<file path="src/rtl/core/idll_pkg.sv">
// ----------------------------------------------------------------------------
// idll_pkg
// Shared types and codes for the indexed doubly linked list block.
// ----------------------------------------------------------------------------
package idll_pkg;

  // Id space is fixed by the field width
  localparam int ID_W     = 10;
  localparam int ID_SPACE = 1 << ID_W;
  localparam int CMD_W    = 3;
  localparam int STAT_W   = 2;

  typedef logic [ID_W-1:0]   id_t;
  typedef logic [CMD_W-1:0]  cmd_t;
  typedef logic [STAT_W-1:0] status_t;

  // Command codes
  localparam cmd_t CMD_INS_PREV = 3'd0;
  localparam cmd_t CMD_INS_NEXT = 3'd1;
  localparam cmd_t CMD_DELETE   = 3'd2;
  localparam cmd_t CMD_ASK_PREV = 3'd3;
  localparam cmd_t CMD_ASK_NEXT = 3'd4;
  localparam cmd_t CMD_HEAD     = 3'd5;

  // Status codes
  localparam status_t ST_OK     = 2'd0;
  localparam status_t ST_ABSENT = 2'd1;
  localparam status_t ST_FULL   = 2'd2;
  localparam status_t ST_DUP    = 2'd3;

  // Decoded command class; all zero for an unknown code
  typedef struct packed {
    logic ins;
    logic del;
    logic ask;
    logic head;
    logic prev_side;
  } op_class_t;

  typedef struct packed {
    op_class_t cls;
    id_t       anchor_id;
    id_t       new_id;
  } item_t;

  // Head of the command queue as seen by the back end
  typedef struct packed {
    logic  valid;
    item_t item;
  } q_head_t;

endpackage

</file>
<file path="src/rtl/core/idll_cmd_if.sv">
// ----------------------------------------------------------------------------
// idll_cmd_if
// Command channel: valid/ready handshake with the command word payload.
// ----------------------------------------------------------------------------
interface idll_cmd_if;
  logic           valid;
  logic           ready;
  idll_pkg::cmd_t command;
  idll_pkg::id_t  anchor_id;
  idll_pkg::id_t  new_id;

  modport source (output valid, output command, output anchor_id, output new_id,
                  input ready);
  modport sink   (input valid, input command, input anchor_id, input new_id,
                  output ready);
endinterface

</file>
<file path="src/rtl/core/idll_front.sv">
// ----------------------------------------------------------------------------
// idll_front
// Accepts command words, decodes them into an operation class and queues
// them for the back end.
// ----------------------------------------------------------------------------
module idll_front (
  input  logic               clk,
  input  logic               rst,
  idll_cmd_if.sink           cmd,
  input  logic               init_done,
  input  logic               pop,
  output idll_pkg::q_head_t  head
);

  localparam int QDEPTH = 2;
  localparam int PW     = $clog2(QDEPTH);

  idll_pkg::item_t   q_mem [QDEPTH];
  logic [PW-1:0]     wr_ptr;
  logic [PW-1:0]     rd_ptr;
  logic [PW:0]       count;
  idll_pkg::op_class_t cls;
  logic              push;

  // Command decode
  always_comb begin
    cls = '0;
    unique case (cmd.command)
      idll_pkg::CMD_INS_PREV: begin
        cls.ins       = 1'b1;
        cls.prev_side = 1'b1;
      end
      idll_pkg::CMD_INS_NEXT: cls.ins = 1'b1;
      idll_pkg::CMD_DELETE:   cls.del = 1'b1;
      idll_pkg::CMD_ASK_PREV: begin
        cls.ask       = 1'b1;
        cls.prev_side = 1'b1;
      end
      idll_pkg::CMD_ASK_NEXT: cls.ask  = 1'b1;
      idll_pkg::CMD_HEAD:     cls.head = 1'b1;
      default:                cls = '0;
    endcase
  end

  // No words taken until the tables are initialized
  assign cmd.ready = init_done && (count != (PW+1)'(QDEPTH));
  assign push      = cmd.valid && cmd.ready;

  assign head.valid = (count != '0);
  assign head.item  = q_mem[rd_ptr];

  // Queue storage
  always_ff @(posedge clk) begin
    if (push) begin
      q_mem[wr_ptr] <= '{cls: cls, anchor_id: cmd.anchor_id, new_id: cmd.new_id};
    end
  end

  // Queue pointers
  always_ff @(posedge clk) begin
    if (rst) begin
      wr_ptr <= '0;
      rd_ptr <= '0;
      count  <= '0;
    end else begin
      if (push) begin
        wr_ptr <= wr_ptr + 1'b1;
      end
      if (pop) begin
        rd_ptr <= rd_ptr + 1'b1;
      end
      if (push && !pop) begin
        count <= count + 1'b1;
      end else if (pop && !push) begin
        count <= count - 1'b1;
      end
    end
  end

  a_no_pop_empty: assert property (@(posedge clk) disable iff (rst)
    pop |-> count != '0)
    else $error("queue popped while empty");

endmodule

</file>
<file path="src/flat_wrapper.sv">
// flat-port wrapper written by rule: the top's interface ports become plain ports
module idll_front_flat 
  (clk, rst, init_done, pop, head, cmd_valid, cmd_command, cmd_anchor_id, cmd_new_id, cmd_ready);
  idll_cmd_if cmd_i ();
  input  logic clk;
  input  logic rst;
  input  logic init_done;
  input  logic pop;
  output idll_pkg::q_head_t head;
  input wire logic [$bits(cmd_i.valid)-1:0] cmd_valid;
  input wire logic [$bits(cmd_i.command)-1:0] cmd_command;
  input wire logic [$bits(cmd_i.anchor_id)-1:0] cmd_anchor_id;
  input wire logic [$bits(cmd_i.new_id)-1:0] cmd_new_id;
  output wire logic [$bits(cmd_i.ready)-1:0] cmd_ready;
  assign cmd_i.valid = cmd_valid;
  assign cmd_i.command = cmd_command;
  assign cmd_i.anchor_id = cmd_anchor_id;
  assign cmd_i.new_id = cmd_new_id;
  assign cmd_ready = cmd_i.ready;
  idll_front u_core (.clk(clk), .rst(rst), .cmd(cmd_i), .init_done(init_done), .pop(pop), .head(head));
endmodule
</file>
<file path="config.mk">
export PLATFORM = sky130hd
export DESIGN_NAME = idll_front_flat
export DESIGN_NICKNAME = d
export VERILOG_FILES = /design/src/rtl/core/idll_pkg.sv /design/src/rtl/core/idll_cmd_if.sv /design/src/rtl/core/idll_front.sv /design/src/flat_wrapper.sv
export SDC_FILE = /design/constraint.sdc
export NUM_CORES = 1
export LEC_CHECK = 0
export CELL_PAD_IN_SITES_DETAIL_PLACEMENT = 0
export CELL_PAD_IN_SITES_GLOBAL_PLACEMENT = 2
export CORE_MARGIN = 10
export CORE_UTILIZATION = 47
export CTS_CLUSTER_DIAMETER = 50
export DETAILED_ROUTE_END_ITERATION = 10
export DONT_BUFFER_PORTS = 1
export MAX_ROUTING_LAYER = met4
export PLACE_DENSITY = 0.87
export RECOVER_POWER = 50
export SLEW_MARGIN = 20
export SYNTH_ARGS = -nofsm -noshare
export SYNTH_HDL_FRONTEND = slang
export SYNTH_SLANG_ARGS = --single-unit
</file>
<file path="constraint.sdc">
create_clock -name clk -period 7.95 [get_ports clk]
set_input_delay 2.385 -clock clk [delete_from_list [all_inputs] [get_ports clk]]
set_output_delay 2.385 -clock clk [all_outputs]
set_load 0.02 [all_outputs]
</file>
; Yosys cells after proc, flatten, opt, wreduce, memory -nomap -nowiden
; Memories as Yosys holds them, arrays and structs flattened. A register that Yosys moved wholly into a read port is not among the register bits.
; Index checks and enable logic that the tools add are counted.
[word_totals]
n_memories = 1
ff_bits = 4
word_cells = 37
ramBits = 50
[op_classes]
n_eq_ne = 6
n_reduce_logical = 12
addsub = 4
mux = 11
[mem_list]
columns = memory, depth, word_bits, rd, rd_ports_with_merged_regs, write_ports, line_no
row1 = u_core.q_mem, 2, 25, 1, 1, 1, idll_front.sv:18  ; idll_pkg::item_t q_mem [QDEPTH];
[ops]
columns = operator, count
row1 = $mux 1, 9
row2 = $eq 3x2->1 const B, 2
row3 = $eq 3x3->1 const B, 2
row4 = $reduce_or 2->1, 3
row5 = $logic_and 1x1->1, 4
row6 = $mux 2, 2
row7 = $reduce_bool 2->1, 2
row8 = $eq 3x1->1 const B, 1
row9 = $logic_not 3->1, 1
row10 = $add 1x1->1 const B, 2
row11 = $add 2x1->2 const B, 1
row12 = $logic_not 1->1, 2
row13 = $ne 2x2->1 const B, 1
row14 = $sub 2x1->2 const B, 1

; Longest topological paths before layout
[depth]
ltp_word = 7
depth_mapped = 6
depth_no_buf = 6

; Worst setup path before layout
; Ideal clock, no wire load.
[synth_timing]
path_kind = input port to output port
start = input init_done
end = output cmd_ready
path_slack_ns = 2.988
t_required_ns = 5.565
arrival_ns = 2.577
n_path_buf = 0
path_stages = 1
path_cell_list = and2_2
[synth_via]
elab_chain_cells = 1
[synth_rtl]
columns = item, line_no
row1 = "start, declared", flat_wrapper.sv:7  ; input logic init_done;
row2 = $logic_and 1x1->1, idll_front.sv:46  ; assign cmd.ready = init_done && (count != (PW+1)'(QDEPTH));
row3 = "end, declared", flat_wrapper.sv:14  ; output wire logic [$bits(cmd_i.ready)-1:0] cmd_ready;
; Every way passes these cells.

; Worst setup path after layout
; Ends and elaborated chain as after synthesis.

==> metrics.txt <==
reg2reg end=u_core.q_mem[1][17]$_DFFE_PP_; WS Path Type=primary input to output port; TritonCTS sink count=55; failing checks=capacitance limit, slew limit; vias=907; commonest non-fill, non-tap cells in the layout=edfxtp_1, mux2_2, nor2_1; Mapped Area=0.00209 mm²; Largest delay share family, worst path=simple AND/OR/NAND/NOR gates; share of layout cells above drive strength 1=31.4%; Setup Skew=0.00843 ns; maximum vdd drop=0.103 mV; antenna violations before repair=0; Setup crit start=init_done; Yosys cell types=22; startpoint types=primary input; grt total ovfl=0; Syn-to-layout area delta=6.40%; clock tree buffer depth=2; Post-Route WL=3.57 mm; antenna diode count=0; CP required=5.57 ns; Ports=55; pwr dens=246 mW/mm²; Synth warnings=0; Crit. End Element=output port; H-tree depth=2; setup bufs post-CTS=0; CTS Hold Bufs=0; commonest non-fill, non-tap cell in the layout=edfxtp_1; Gate Count Post-Synth=112; Setup crit end=cmd_ready; Min-Delay Path Class=register to register; Setup Slack @ Placement=2.98 ns; cts bufs inserted=5; crit share post-route=62.5%; Synth Net Count=141; final setup TNS=0 ns; Port Buffer Count=0; Residual DRC=0; Starting Density=48.4%; Setup WS post-layout=2.98 ns; endpoints failing hold=0; Final nets=146; Fmax=0.201 GHz; Final GP Congestion=0.659; CP cell instances=and2_2; Final HPWL DP=2.60 mm; sequential area share after synthesis=76.6%; vias in the first global route=1043; Arr. time, crit path=2.58 ns; global-route wire length before repair=5.50 mm; final slew viol count=26; max-cap viol count=1; Worst R2R Start=u_core.count[0]$_SDFFE_PP0P_; Post-DRT Antenna Nets=0; CTS clk-pin slew, worst paths=0.08 ns; status=finished, violations left; CTS tree=done; Synth Area per Inst=18.7 µm²; CTS resizes=0; post-DR wirelength/cell=21.0 µm; largest net degree at the start of global routing=26; CP Depth=1; Worst Reg2Reg Path Length in Cells=3; CP Buf/Inv Count=0; # setup viols final=0; die area=0.00752 mm²; leak pwr=0.732 nW; root buf cell=clkbuf_8; DRT iter0 DRCs=75; Critical Path Max Stage Delay=0.20 ns; Tmin final=4.97 ns; worst slew pin tran=1.67 ns; Seq cells post-synth=55; Die H=86.7 µm; fillers=364; die width=86.7 µm; number of core rows=24; clk_lat worst skew=0.30 ns; Core Area=0.00432 mm²; Slew headroom=-11.6%; critical path fanouts, max=2; RSZ-0062 raised after global routing=false; reg-to-reg slack, setup=5.49 ns; Via density=5.34; aggregate global-route resource usage=10.2%; slowest CP cell=and2_2; TritonRoute pass-1 iters=4
==> report_power, final <==
| group | total (mW) | switching, mW | internal, mW |
|---|---|---|---|
| logic | 0.0597 | 0.0374 | 0.0222 |
| clock network | 0.146 | 0.0840 | 0.0617 |
| registers | 0.342 | 0.00944 | 0.333 |
==> state kept, by name, summed over array words and instances, names as in the netlist, named ones only <==
register and cells:
u_core.count 2, u_core.wr_ptr 1, u_core.q_mem 50, u_core.rd_ptr 1
==> routing by layer <==
layer  track usage (%)  share of wire [%]
met1              8.69                 34
met2              17.2                 53
met3              5.53                 11
met4              5.74                1.7
met5                 -                  0
==> synthesized netlist by cell type, drive strengths merged <==
library cell	number	area (µm²)
xnor2	1	8.76
nor3b	1	7.51
ha	1	12.5
buf	3	20.0
inv	2	7.51
or2	1	6.26
nand3b	1	7.51
nand2b	2	12.5
dfxtp	5	100
and3	1	11.3
or3	1	6.26
and2	2	13.8
mux2	26	297
xor2	3	26.3
nor2b	2	12.5
o21ai	2	10.0
a21oi	1	5.00
nor2	7	26.3
edfxtp	50	1500
==> area by class of cell <==
type	count	area, µm²	share of cell area (%)
Timing Repair Buffer	1	7.51	0.337
Clock inverter	2	12.5	0.562
Sequential cell	55	1600	72.0
Inverter	2	7.51	0.337
Tap cell	52	65.1	2.92
Multi-Input combinational cell	52	458	20.6
Clock buffer	6	72.6	3.26
==> worst register-to-register path, cell delays in order, from the launching register on <==
cell      delay, ns
dfxtp_1        0.39
nand2b_1       0.13
and3_1         0.25
and2_0         1.28
==> worst min-delay path by stage <==
stage | from | to | slack [ns] | depth (start not counted)
after floorplan | u_core.count[1]$_SDFFE_PP0P_ | u_core.count[1]$_SDFFE_PP0P_ | 0.46 | 2
after global placement | u_core.count[1]$_SDFFE_PP0P_ | u_core.count[1]$_SDFFE_PP0P_ | 0.47 | 2
after detailed placement | u_core.count[1]$_SDFFE_PP0P_ | u_core.count[1]$_SDFFE_PP0P_ | 0.51 | 2
after CTS | u_core.count[1]$_SDFFE_PP0P_ | u_core.count[1]$_SDFFE_PP0P_ | 0.52 | 2
after global routing | u_core.rd_ptr$_SDFFE_PP0P_ | register | 0.56 | 2
final | u_core.count[1]$_SDFFE_PP0P_ | u_core.count[1]$_SDFFE_PP0P_ | 0.51 | 2
==> metrics by stage <==
stage	utilization [%]	hold slack, ns	total power, mW	instances	instance area (µm²)
after floorplan	-	0.461	0.401	112	2090
after global placement	49.7	0.472	0.409	162	2150
after detailed placement	49.7	0.510	0.412	162	2150
after CTS	51.6	0.522	0.558	170	2230
after global routing	51.5	0.559	0.575	170	2230
final	51.5	0.511	0.548	170	2230
==> kinds of logic after synthesis <==
| family | Yosys count | synth area share (%) |
|---|---|---|
| XOR/XNOR | 4 | 1.67 |
| buffers and inverters | 5 | 1.32 |
| adder cells (fa/ha/maj) | 1 | 0.598 |
| flip-flops | 55 | 76.6 |
| multiplexers | 26 | 14.2 |
| AO/OA/AOI/OAI | 3 | 0.717 |
| AND/OR/NAND/NOR | 18 | 4.97 |
No activity file was read; power rests on OpenSTA's default activity.
